<file path="src/design/hxc_pkg.sv">
package hxc_pkg;

  localparam int unsigned CHAR_W  = 8;
  localparam int unsigned NIB_W   = 4;
  localparam int unsigned BYTE_W  = 8;
  localparam int unsigned CRC_W   = 32;

  localparam logic [CRC_W-1:0] CRC_PRESET = 32'hFFFF_FFFF;
  localparam logic [CRC_W-1:0] CRC_POLY   = 32'hEDB8_8320;

  localparam logic [CHAR_W-1:0] CHAR_DIGIT_LO = 8'h30;
  localparam logic [CHAR_W-1:0] CHAR_DIGIT_HI = 8'h39;
  localparam logic [CHAR_W-1:0] CHAR_LOWER_LO = 8'h61;
  localparam logic [CHAR_W-1:0] CHAR_LOWER_HI = 8'h66;
  localparam logic [CHAR_W-1:0] CHAR_UPPER_LO = 8'h41;
  localparam logic [CHAR_W-1:0] CHAR_UPPER_HI = 8'h46;
  localparam logic [NIB_W-1:0]  NIB_TEN       = 4'h a;

  typedef struct packed {
    logic             push;
    logic [CRC_W-1:0] data;
  } buf_push_t;

endpackage

</file>
<file path="src/design/hxc_if.sv">
interface hxc_in_if import hxc_pkg::*; ();
  logic              valid;
  logic              ready;
  logic [CHAR_W-1:0] char_code;
  logic              has_char;
  logic              last_char;

  modport source (output valid, output char_code, output has_char, output last_char,
                  input ready);
  modport sink (input valid, input char_code, input has_char, input last_char,
                output ready);
endinterface

interface hxc_out_if import hxc_pkg::*; ();
  logic             valid;
  logic             ready;
  logic [CRC_W-1:0] crc_value;

  modport source (output valid, output crc_value, input ready);
  modport sink (input valid, input crc_value, output ready);
endinterface

</file>
<file path="src/design/hxc_hex_decode.sv">
module hxc_hex_decode import hxc_pkg::*; (
  input  logic [CHAR_W-1:0] char_code,
  output logic              nib_valid,
  output logic [NIB_W-1:0]  nib
);

  logic [CHAR_W-1:0] diff_digit;
  logic [CHAR_W-1:0] diff_lower;
  logic [CHAR_W-1:0] diff_upper;

  assign diff_digit = char_code - CHAR_DIGIT_LO;
  assign diff_lower = char_code - CHAR_LOWER_LO;
  assign diff_upper = char_code - CHAR_UPPER_LO;

  always_comb begin
    nib_valid = 1'b0;
    nib       = '0;
    if (char_code >= CHAR_DIGIT_LO && char_code <= CHAR_DIGIT_HI) begin
      nib_valid = 1'b1;
      nib       = diff_digit[NIB_W-1:0];
    end else if (char_code >= CHAR_LOWER_LO && char_code <= CHAR_LOWER_HI) begin
      nib_valid = 1'b1;
      nib       = diff_lower[NIB_W-1:0] + NIB_TEN;
    end else if (char_code >= CHAR_UPPER_LO && char_code <= CHAR_UPPER_HI) begin
      nib_valid = 1'b1;
      nib       = diff_upper[NIB_W-1:0] + NIB_TEN;
    end
  end

endmodule

</file>
<file path="src/design/hxc_crc_byte.sv">
module hxc_crc_byte import hxc_pkg::*; (
  input  logic [CRC_W-1:0]  crc_in,
  input  logic [BYTE_W-1:0] data,
  output logic [CRC_W-1:0]  crc_out
);

  always_comb begin
    logic [CRC_W-1:0] c;
    c = crc_in ^ {{(CRC_W-BYTE_W){1'b0}}, data};
    for (int k = 0; k < BYTE_W; k++) begin
      c = c[0] ? ((c >> 1) ^ CRC_POLY) : (c >> 1);
    end
    crc_out = c;
  end

endmodule

</file>
<file path="src/design/hxc_out_buf.sv">
module hxc_out_buf import hxc_pkg::*; (
  input  logic      clk,
  input  logic      rst_n,
  input  buf_push_t wr,
  output logic      full,
  hxc_out_if.source out_ch
);

  logic [1:0]       cnt_r, cnt_nxt;
  logic [CRC_W-1:0] data0_r, data0_nxt;
  logic [CRC_W-1:0] data1_r, data1_nxt;
  logic             pop;

  assign pop              = out_ch.valid && out_ch.ready;
  assign out_ch.valid     = (cnt_r != 2'd0);
  assign out_ch.crc_value = data0_r;
  assign full             = (cnt_r == 2'd2);

  always_comb begin
    cnt_nxt   = cnt_r;
    data0_nxt = data0_r;
    data1_nxt = data1_r;
    if (pop && wr.push) begin
      if (cnt_r == 2'd1) begin
        data0_nxt = wr.data;
      end else begin
        data0_nxt = data1_r;
        data1_nxt = wr.data;
      end
    end else if (pop) begin
      data0_nxt = data1_r;
      cnt_nxt   = cnt_r - 2'd1;
    end else if (wr.push) begin
      if (cnt_r == 2'd0) begin
        data0_nxt = wr.data;
      end else begin
        data1_nxt = wr.data;
      end
      cnt_nxt = cnt_r + 2'd1;
    end
  end

  always_ff @(posedge clk) begin
    if (!rst_n) begin
      cnt_r <= 2'd0;
    end else begin
      cnt_r <= cnt_nxt;
    end
    data0_r <= data0_nxt;
    data1_r <= data1_nxt;
  end

endmodule

</file>
<file path="src/design/hex_text_crc32.sv">
// CRC-32 (reflected, polynomial EDB88320, preset and final inversion) over a
// byte string given as ASCII hex text, one character per transfer. Positions
// pair up into bytes; a character that is not a hex digit holds its place but
// adds no nibble. One character is taken every cycle while the result queue has
// room: the nibble decode and the eight CRC bit steps for a completed byte sit
// between the state registers and the result queue. The item marked last makes
// one result, registered into the result queue and shown on out_ch once any
// results ahead of it have been taken; the two-entry queue keeps input flowing
// while results wait, and in_ch drops ready only while both entries are full.
module hex_text_crc32 import hxc_pkg::*; (
  input  logic      clk,
  input  logic      rst_n,
  hxc_in_if.sink    in_ch,
  hxc_out_if.source out_ch
);

  logic [CRC_W-1:0]  crc_r, crc_nxt;
  logic [BYTE_W-1:0] pair_r, pair_nxt;
  logic              second_r, second_nxt;

  logic              accept;
  logic              full;
  logic              nib_valid;
  logic [NIB_W-1:0]  nib;
  logic [BYTE_W-1:0] byte_done;
  logic [CRC_W-1:0]  crc_upd;
  buf_push_t         wr;

  assign in_ch.ready = !full;
  assign accept      = in_ch.valid && in_ch.ready;

  hxc_hex_decode u_dec (
    .char_code (in_ch.char_code),
    .nib_valid (nib_valid),
    .nib       (nib)
  );

  assign byte_done = nib_valid ? {pair_r[NIB_W-1:0], nib} : pair_r;

  hxc_crc_byte u_crc (
    .crc_in  (crc_r),
    .data    (byte_done),
    .crc_out (crc_upd)
  );

  always_comb begin
    crc_nxt    = crc_r;
    pair_nxt   = pair_r;
    second_nxt = second_r;
    wr.push    = 1'b0;
    if (accept && in_ch.has_char) begin
      if (!second_r) begin
        pair_nxt   = nib_valid ? {{(BYTE_W-NIB_W){1'b0}}, nib} : '0;
        second_nxt = 1'b1;
      end else begin
        pair_nxt   = byte_done;
        crc_nxt    = crc_upd;
        second_nxt = 1'b0;
      end
    end
    wr.data = ~crc_nxt;
    if (accept && in_ch.last_char) begin
      wr.push    = 1'b1;
      crc_nxt    = CRC_PRESET;
      pair_nxt   = '0;
      second_nxt = 1'b0;
    end
  end

  always_ff @(posedge clk) begin
    if (!rst_n) begin
      crc_r    <= CRC_PRESET;
      pair_r   <= '0;
      second_r <= 1'b0;
    end else begin
      crc_r    <= crc_nxt;
      pair_r   <= pair_nxt;
      second_r <= second_nxt;
    end
  end

  hxc_out_buf u_buf (
    .clk    (clk),
    .rst_n  (rst_n),
    .wr     (wr),
    .full   (full),
    .out_ch (out_ch)
  );

endmodule

</file>
<file path="src/flat_wrapper.sv">
// flat-port wrapper written by rule: the top's interface ports become plain ports
module hex_text_crc32_flat import hxc_pkg::*;
  (clk, rst_n, in_ch_valid, in_ch_char_code, in_ch_has_char, in_ch_last_char, in_ch_ready, out_ch_valid, out_ch_crc_value, out_ch_ready);
  hxc_in_if in_ch_i ();
  hxc_out_if out_ch_i ();
  input  logic clk;
  input  logic rst_n;
  input wire logic [$bits(in_ch_i.valid)-1:0] in_ch_valid;
  input wire logic [$bits(in_ch_i.char_code)-1:0] in_ch_char_code;
  input wire logic [$bits(in_ch_i.has_char)-1:0] in_ch_has_char;
  input wire logic [$bits(in_ch_i.last_char)-1:0] in_ch_last_char;
  output wire logic [$bits(in_ch_i.ready)-1:0] in_ch_ready;
  output wire logic [$bits(out_ch_i.valid)-1:0] out_ch_valid;
  output wire logic [$bits(out_ch_i.crc_value)-1:0] out_ch_crc_value;
  input wire logic [$bits(out_ch_i.ready)-1:0] out_ch_ready;
  assign in_ch_i.valid = in_ch_valid;
  assign in_ch_i.char_code = in_ch_char_code;
  assign in_ch_i.has_char = in_ch_has_char;
  assign in_ch_i.last_char = in_ch_last_char;
  assign in_ch_ready = in_ch_i.ready;
  assign out_ch_valid = out_ch_i.valid;
  assign out_ch_crc_value = out_ch_i.crc_value;
  assign out_ch_i.ready = out_ch_ready;
  hex_text_crc32 u_core (.clk(clk), .rst_n(rst_n), .in_ch(in_ch_i), .out_ch(out_ch_i));
endmodule
</file>
<file path="config.mk">
export PLATFORM = sky130hd
export DESIGN_NAME = hex_text_crc32_flat
export DESIGN_NICKNAME = d
export VERILOG_FILES = /design/src/design/hxc_pkg.sv /design/src/design/hxc_if.sv /design/src/design/hxc_hex_decode.sv /design/src/design/hxc_crc_byte.sv /design/src/design/hxc_out_buf.sv /design/src/design/hex_text_crc32.sv /design/src/flat_wrapper.sv
export SDC_FILE = /design/constraint.sdc
export NUM_CORES = 1
export LEC_CHECK = 0
export ABC_AREA = 1
export BUFFER_PORTS_ARGS = -buffer_cell sky130_fd_sc_hd__buf_2
export CORE_ASPECT_RATIO = 0.75
export CORE_MARGIN = 2
export CORE_UTILIZATION = 65
export CTS_CLUSTER_DIAMETER = 40
export DETAILED_ROUTE_END_ITERATION = 6
export PLACE_DENSITY = 0.83
export SETUP_SLACK_MARGIN = 0.3
export SYNTH_ARGS = -nofsm -noshare
export SYNTH_HDL_FRONTEND = slang
export SYNTH_SLANG_ARGS = --single-unit
</file>
<file path="constraint.sdc">
create_clock -name clk -period 5.52 [get_ports clk]
set_input_delay 0.276 -clock clk [delete_from_list [all_inputs] [get_ports clk]]
set_output_delay 0.276 -clock clk [all_outputs]
set_load 0.02 [all_outputs]
</file>
==> flow_summary.yaml, run 1 <==
clock_network:
  cts_made_buffers: 9
  clk_latency_ns: 0.35
  cts_htree_levels: 3
  clock_sinks: 107
  cts_root_buf: "clkbuf_16"
  tritoncts: "done"
  cts.repair.resized: 0
  clk_pin_slew_ns: 0.07
  post_cts_buffers: 0
  clk_path_buf_depth: 2
  cts_hold_buf: 0
logic_synthesis:
  portion_of_the_post_synthesis_area_used_by_sequential_elements_pct: 45.7
  syn-instance-count: 757
  fraction_of_synthesized_cell_area_taken_by_the_top_area_cell_type_pct: 31.6
  mappedNetlistNets: 778
  syn-cell-area_um2: 6090
  edff_count_synth: 64
  syn_avg_cell_area_um2: 8.04
  yosysTopAreaCell: "edfxtp_1"
  synthTopCellsByArea: "edfxtp_1 (32%), nand2_1 (16%), dfxtp_1 (14%)"
  synth-warning-count: 0
  synthArstFlopShare_pct: 0
  netlist-cell-type-count: 40
  ys_seq_elements: 107
  ys.flop_type: "edfxtp_1"
floorplanning:
  core_um2: 9080
  floorplan.die_area_um2: 10200
  fp.dieW_um: 116
  io_pins: 48
  initial_core_util_pct: 67.0
  count_of_standard_cell_rows: 30
  dieHeight_um: 87.8
place:
  dp_cells: 912
  dpl-instance-area_um2: 6420
  hpwl_mm: 11.0
  port_buffers: 47
  gpl.final_weighted_congestion: 0.933
routing:
  drt.antenna.violating_nets: 0
  routed_via_density: 5.76
  drtIter0Drc: 605
  detail_route.wl_per_cell_um: 16.6
  detail_route.drc_violations: 0
  drtPass1Iterations: 5
  postRouteWirelength_mm: 15.4
  vias: 5346
worst_setup_path:
  cp.arrival_ns: 3.88
  worst-path-max-fanout: 34
  criticalPathCategory: "reg2reg"
  worstPathRequired_ns: 5.62
  rr_startpoint: "u_core.u_buf.cnt_r[0]"
  r2r_end: "u_core.u_buf.out_ch.crc_value[9]"
  regToRegSetupSlack_ns: 1.74
  reg2regPathDepth: 11
  setup.worst_path.end_class: "flop"
  cp-start-kind: "flop"
min_path:
  hold_depth: 3
  holdPathEnd: "u_core.u_buf.cnt_r[0]"
  worst_hold_startpoint: "rst_n"
  hold_path_class: "in2reg"
global_routing:
  number_of_antenna_violations_at_the_first_check_in_global_routing: 0
  grt.overflow.total: 0
  maximum_number_of_pins_on_one_net_before_global_route_repair: 36
  vias_in_the_first_global_route: 5091
  wire_length_of_the_first_global_routing_pass_mm: 24.7
  total_track_usage_pct: 31.7
power:
  power.static_leakage_uw: 0.00310
  max-vdd-ir-drop_mv: 0.166
  power.density_cell_area_nw_per_um2: 387
timing:
  timing.fmax_mhz: 265
  max-slew-margin-rel_pct: 24.9
  worst_slew_pin_slew_ns: 1.12
  fin_hold_ws_ns: 0.175
  clock-skew-final_ns: 0.00850
  report.final.slew_viol_count: 0
  setup_viol: 0
  finalCriticalPeriod_ns: 3.78
  final_min_period_over_clock_period_pct: 68.4
  report.final.hold_viol_count: 0
  setup_tns_ns: 0
  rsz0062_at_grt: "false"
layout:
  stdcell_count: 928
  final_instance_area_um2: 6730
  sequential_cell_area_um2: 2780
  fin_nets: 816
  area_growth_pct: 10.5
  antenna_fix_cells: 0
  layout-drive-gt1-share_pct: 17.5
  fillerInstances: 720
  multi_input_comb_area_um2: 2940
run:
  maxCapViolations: 0
status:
  result_of_the_run: "completed"
-- placed cells by master, fill, tap and decap left out, types with 2 or more instances in the layout --
cell type | Yosys | final
a31oi_1 | 2 | 2
xor2_2 | 2 | 2
clkbuf_16 | 0 | 9
nand2_1 | 264 | 264
buf_4 | 1 | 6
buf_2 | 2 | 47
nand2_2 | 29 | 29
dfxtp_1 | 43 | 43
o21ai_1 | 4 | 4
edfxtp_1 | 64 | 64
nor2_2 | 2 | 3
inv_2 | 5 | 5
o22ai_1 | 3 | 3
nand2_8 | 2 | 2
a21oi_1 | 32 | 31
nand3_1 | 77 | 77
a21oi_2 | 2 | 3
nor2_1 | 17 | 16
nand2_4 | 10 | 10
ha_1 | 7 | 7
xor2_1 | 35 | 35
clkinv_1 | 3 | 3
and3_1 | 3 | 3
a32o_1 | 3 | 3
inv_1 | 60 | 60
o21ai_0 | 31 | 30
o21ai_2 | 9 | 10
nand3_2 | 3 | 3
or2_2 | 2 | 2
nand4_1 | 3 | 3
inv_8 | 0 | 3
o31ai_1 | 6 | 6
a211oi_1 | 2 | 2
-- cells by family (layout without fill, tap and decap cells) --
| family | Yosys count | count (layout) | share of synthesized area [%] |
|---|---|---|---|
| buffers and inverters | 94 | 137 | 6.21 |
| adder cells (fa/ha/maj) | 7 | 7 | 1.44 |
| XOR/XNOR | 39 | 39 | 6.17 |
| flip-flops | 107 | 107 | 45.7 |
| AND/OR/NAND/NOR | 415 | 415 | 31.3 |
| AO/OA/AOI/OAI | 95 | 95 | 9.23 |
-- where the power goes --
group	leakage (uW)	internal [uW]	total, uW	switching, uW
registers	0.000966	1030	1080	49.9
clock network	0.000153	365	678	313
logic	0.00198	248	849	602
-- flip-flops by register name (all words and copies together) (netlist names) --
signal,count
u_core.crc_r,32
u_core.u_buf.data1_r,32
u_core.u_buf.out_ch.crc_value,32
u_core.pair_r,8
u_core.u_buf.cnt_r,2
u_core.second_r,1
-- worst max-delay path by stage --
| stage | start | depth (start not counted) | end |
|---|---|---|---|
| 4_1_cts | u_core.u_buf.cnt_r[0] | 11 | u_core.u_buf.out_ch.crc_value[31] |
| 5_1_grt | u_core.u_buf.cnt_r[0] | 11 | u_core.u_buf.out_ch.crc_value[9] |
| 3_3_place_gp | u_core.u_buf.cnt_r[0] | 11 | u_core.u_buf.out_ch.crc_value[31] |
| 2_1_floorplan | u_core.u_buf.cnt_r[0] | 10 | u_core.u_buf.data1_r[0] |
| 3_5_place_dp | u_core.u_buf.cnt_r[0] | 11 | u_core.u_buf.out_ch.crc_value[31] |
| 6_report | u_core.u_buf.cnt_r[0] | 11 | u_core.u_buf.out_ch.crc_value[9] |
-- cells in the mapped netlist, drive strengths merged, types with 5 or more instances --
cell / number
nand2: 305
xor2: 38
dfxtp: 43
nor2: 19
ha: 7
clkbuf: 21
nand3: 81
inv: 65
buf: 5
o31ai: 6
o21ai: 44
a21oi: 34
edfxtp: 64
-- through the flow --
stage / util (%) / power, uW / setup slack (ns)
3_5_place_dp: 70.6 / 1930 / 1.83
3_3_place_gp: 70.6 / 1900 / 2.06
2_1_floorplan: - / 1700 / 1.60
5_1_grt: 74.0 / 2730 / 1.35
4_1_cts: 74.0 / 2600 / 1.81
6_report: 74.0 / 2600 / 1.74
-- layout make-up --
cell class                 instances  share of cell area, %
multi-input combinational        556                   43.7
sequential                       107                   41.4
timing repair buffer              53                   4.17
inverter                          68                   3.79
clock buffer                      10                   3.40
tap                              128                   2.38
clock inverter                     6                   1.21
-- layer usage --
| metal | vias to the layer above | share of wire, % | global-route usage, % |
|---|---|---|---|
| li1 | 2565 | - | - |
| met1 | 2459 | 42 | 43.3 |
| met2 | 292 | 45 | 51.1 |
| met3 | 30 | 11 | 7.68 |
| met4 | 0 | 1.8 | 9.09 |
| met5 | - | 0 | 0 |
-- worst max-delay path: stages (launching register included) --
cell,delay (ns)
dfxtp_1,0.34
inv_1,0.10
ha_1,0.16
inv_1,0.09
nand2_1,0.16
inv_1,0.08
ha_1,0.30
nand2_1,0.85
inv_1,0.78
a21oi_1,0.31
nand2_1,0.08
a32o_1,0.25
Power figures use the tool's default switching activity.
==> run 2, diff against run 1 <==
Settings changed: CORE_UTILIZATION 65 to 55, PLACE_DENSITY 0.83 to 0.75.
Clock period 5.52 ns to 3.08 ns, I/O delays scaled along.
==> run 2 against run 1 <==
Setup slack got worse by 1.2 ns; utilization is 11 points lower; worst hold slack got worse by 0.14 ns; clock power grew 70%; critical path type unchanged; critical endpoint is now u_core.u_buf.out_ch.crc_value[11]; largest power group unchanged.
==> flow_summary.yaml, run 2 (synthesized netlist as in run 1, its figures left out) <==
status:
  result_of_the_run: "completed"
layout:
  mostFrequentLayoutCell: "nand2_1"
  layout.cells.most_common_list: "nand2_1 (264), nand3_1 (77), edfxtp_1 (64), inv_1 (60), buf_2 (47)"
  sequential_cell_area_um2: 2780
  area_growth_pct: 12.1
  multi_input_comb_area_um2: 2950
  final_instance_area_um2: 6830
  fillerInstances: 877
  antenna_fix_cells: 0
  fin_nets: 823
  layout-drive-gt1-share_pct: 18.6
clock_network:
  cts_made_buffers: 9
  clk_pin_slew_ns: 0.08
  post_cts_buffers: 0
  clock_sinks: 107
  cts_root_buf: "clkbuf_16"
  cts_hold_buf: 0
  clk_path_buf_depth: 2
  clk_latency_ns: 0.36
  cts_htree_levels: 3
  tritoncts: "done"
global_routing:
  total_track_usage_pct: 27.5
  maximum_number_of_pins_on_one_net_before_global_route_repair: 50
  grt.overflow.total: 0
  vias_in_the_first_global_route: 5006
  wire_length_of_the_first_global_routing_pass_mm: 25.8
  number_of_antenna_violations_at_the_first_check_in_global_routing: 0
place:
  gpl.final_weighted_congestion: 0.963
  port_buffers: 47
  hpwl_mm: 11.6
  dpl-instance-area_um2: 6530
worst_setup_path:
  cp_slowest_cell: "nor2_2"
  worstPathRequired_ns: 3.19
  cpMostUsedCell: "inv_1"
  worst-path-max-fanout: 49
  worst_path_largest_cell_delay_ns: 0.45
  cp.arrival_ns: 2.69
  critical_path.cell_chain: "inv_1 > ha_1 > inv_1 > nand3_1 > inv_1 > ha_1 > nor2_2 > inv_1 > buf_12 > a32o_1"
  cp-start-kind: "flop"
  criticalPathCategory: "reg2reg"
  crit_family: "simple AND/OR/NAND/NOR gates"
  cp_num_buf_inv: 5
  setup.worst_path.end_class: "flop"
floorplanning:
  core_um2: 10900
  dieHeight_um: 95.1
  io_pins: 48
  initial_core_util_pct: 56.1
  floorplan.die_area_um2: 11900
  fp.dieW_um: 125
  count_of_standard_cell_rows: 33
power:
  power.internal_uw: 2890
  switchingPower_uw: 1760
  power.static_leakage_uw: 0.00314
  combinational_cell_fraction_of_total_power_pct: 33.7
  power.density_cell_area_nw_per_um2: 681
  design_power_total_uw: 4650
  power.share.sequential_pct: 41.5
  max-vdd-ir-drop_mv: 0.322
  power_frac_clock_pct: 24.7
  switching_share_pct: 37.9
timing:
  report.final.slew_viol_count: 0
  report.final.hold_viol_count: 0
  worst_slew_pin_slew_ns: 0.495
  rsz0062_at_grt: "false"
  final_min_period_over_clock_period_pct: 83.6
  max-slew-margin-rel_pct: 66.6
  setup_tns_ns: 0
  clock-skew-final_ns: 0.00737
  timing.fmax_mhz: 388
  finalCriticalPeriod_ns: 2.58
  setup_viol: 0
routing:
  postRouteWirelength_mm: 15.9
  routed_via_density: 5.62
  drt.antenna.violating_nets: 0
  drtIter0Drc: 604
  detail_route.drc_violations: 0
  detail_route.wl_per_cell_um: 16.8
  vias: 5321
  drtPass1Iterations: 5
run:
  maxCapViolations: 0
min_path:
  hold_path_class: "in2reg"
-- run 2: changes by cell type in the layout (fill, tap and decap cells not counted), sizes merged --
cell    before  now
buf         53   60
clkinv       4    7
bufinv       1    0
clkbuf      10    9
inv         69   68
-- run 2: through the flow --
stage          setup slack, ns  std cells  util (%)  hold slack [ns]
3_5_place_dp             0.236        931      60.1            0.409
6_report                 0.505        947      62.9           0.0353
2_1_floorplan            0.293        757         -            0.274
5_1_grt                  0.301        947      62.9           0.0440
3_3_place_gp             0.371        931      60.1            0.404
4_1_cts                  0.507        947      62.9           0.0379
-- run 2: worst paths after layout --
kind,depth (start not counted),slack [ns],start,to
worst min-delay path,3,0.04,rst_n,u_core.u_buf.cnt_r[0]
worst max-delay path,10,0.50,u_core.u_buf.cnt_r[0],u_core.u_buf.out_ch.crc_value[11]
worst min register to register,2,0.48,u_core.pair_r[7],u_core.pair_r[7]
worst max register to register,10,0.50,u_core.u_buf.cnt_r[0],u_core.u_buf.out_ch.crc_value[11]
-- run 2: final cells by class --
cell class | instances | share of cell area (%)
Tap cell | 140 | 2.57
Clock inverter | 7 | 1.03
Sequential cell | 107 | 40.8
Multi-Input combinational cell | 556 | 43.2
Timing Repair Buffer | 60 | 5.42
Clock buffer | 9 | 3.30
Inverter | 68 | 3.76
-- run 2: repair_timing --
action	CTS	global route
setup endpoints to repair	2	0
endpoints found under the hold margin	0	0
resized for setup	1	0
-- run 2: metal layers --
layer | up-vias | part of all wire, % | GRT usage (%) | wire length, um
li1 | 2560 | - | - | -
met1 | 2510 | 47 | 39.7 | 7450
met2 | 231 | 44 | 43.8 | 7050
met3 | 20 | 7.8 | 4.49 | 1240
met4 | 0 | 1.2 | 6.57 | 199
met5 | - | 0 | 0 | 0
-- run 2: worst reg2reg max path: cells and delay by family, from the launching register on --
kind | cells | cell delay [ns]
simple gates | 2 | 0.66
buf+inv | 5 | 0.58
fa+ha+maj | 2 | 0.44
flops | 1 | 0.34
compound gates | 1 | 0.30
-- run 2: power groups by stage --
stage	Sequential [uW]	Combinational [uW]	Clock [uW]
CTS	1930	1560	1150
finish	1930	1570	1150
detailed placement	1970	1550	0
floorplan	2160	889	0
global placement	1950	1510	0
global route	1950	1730	1210
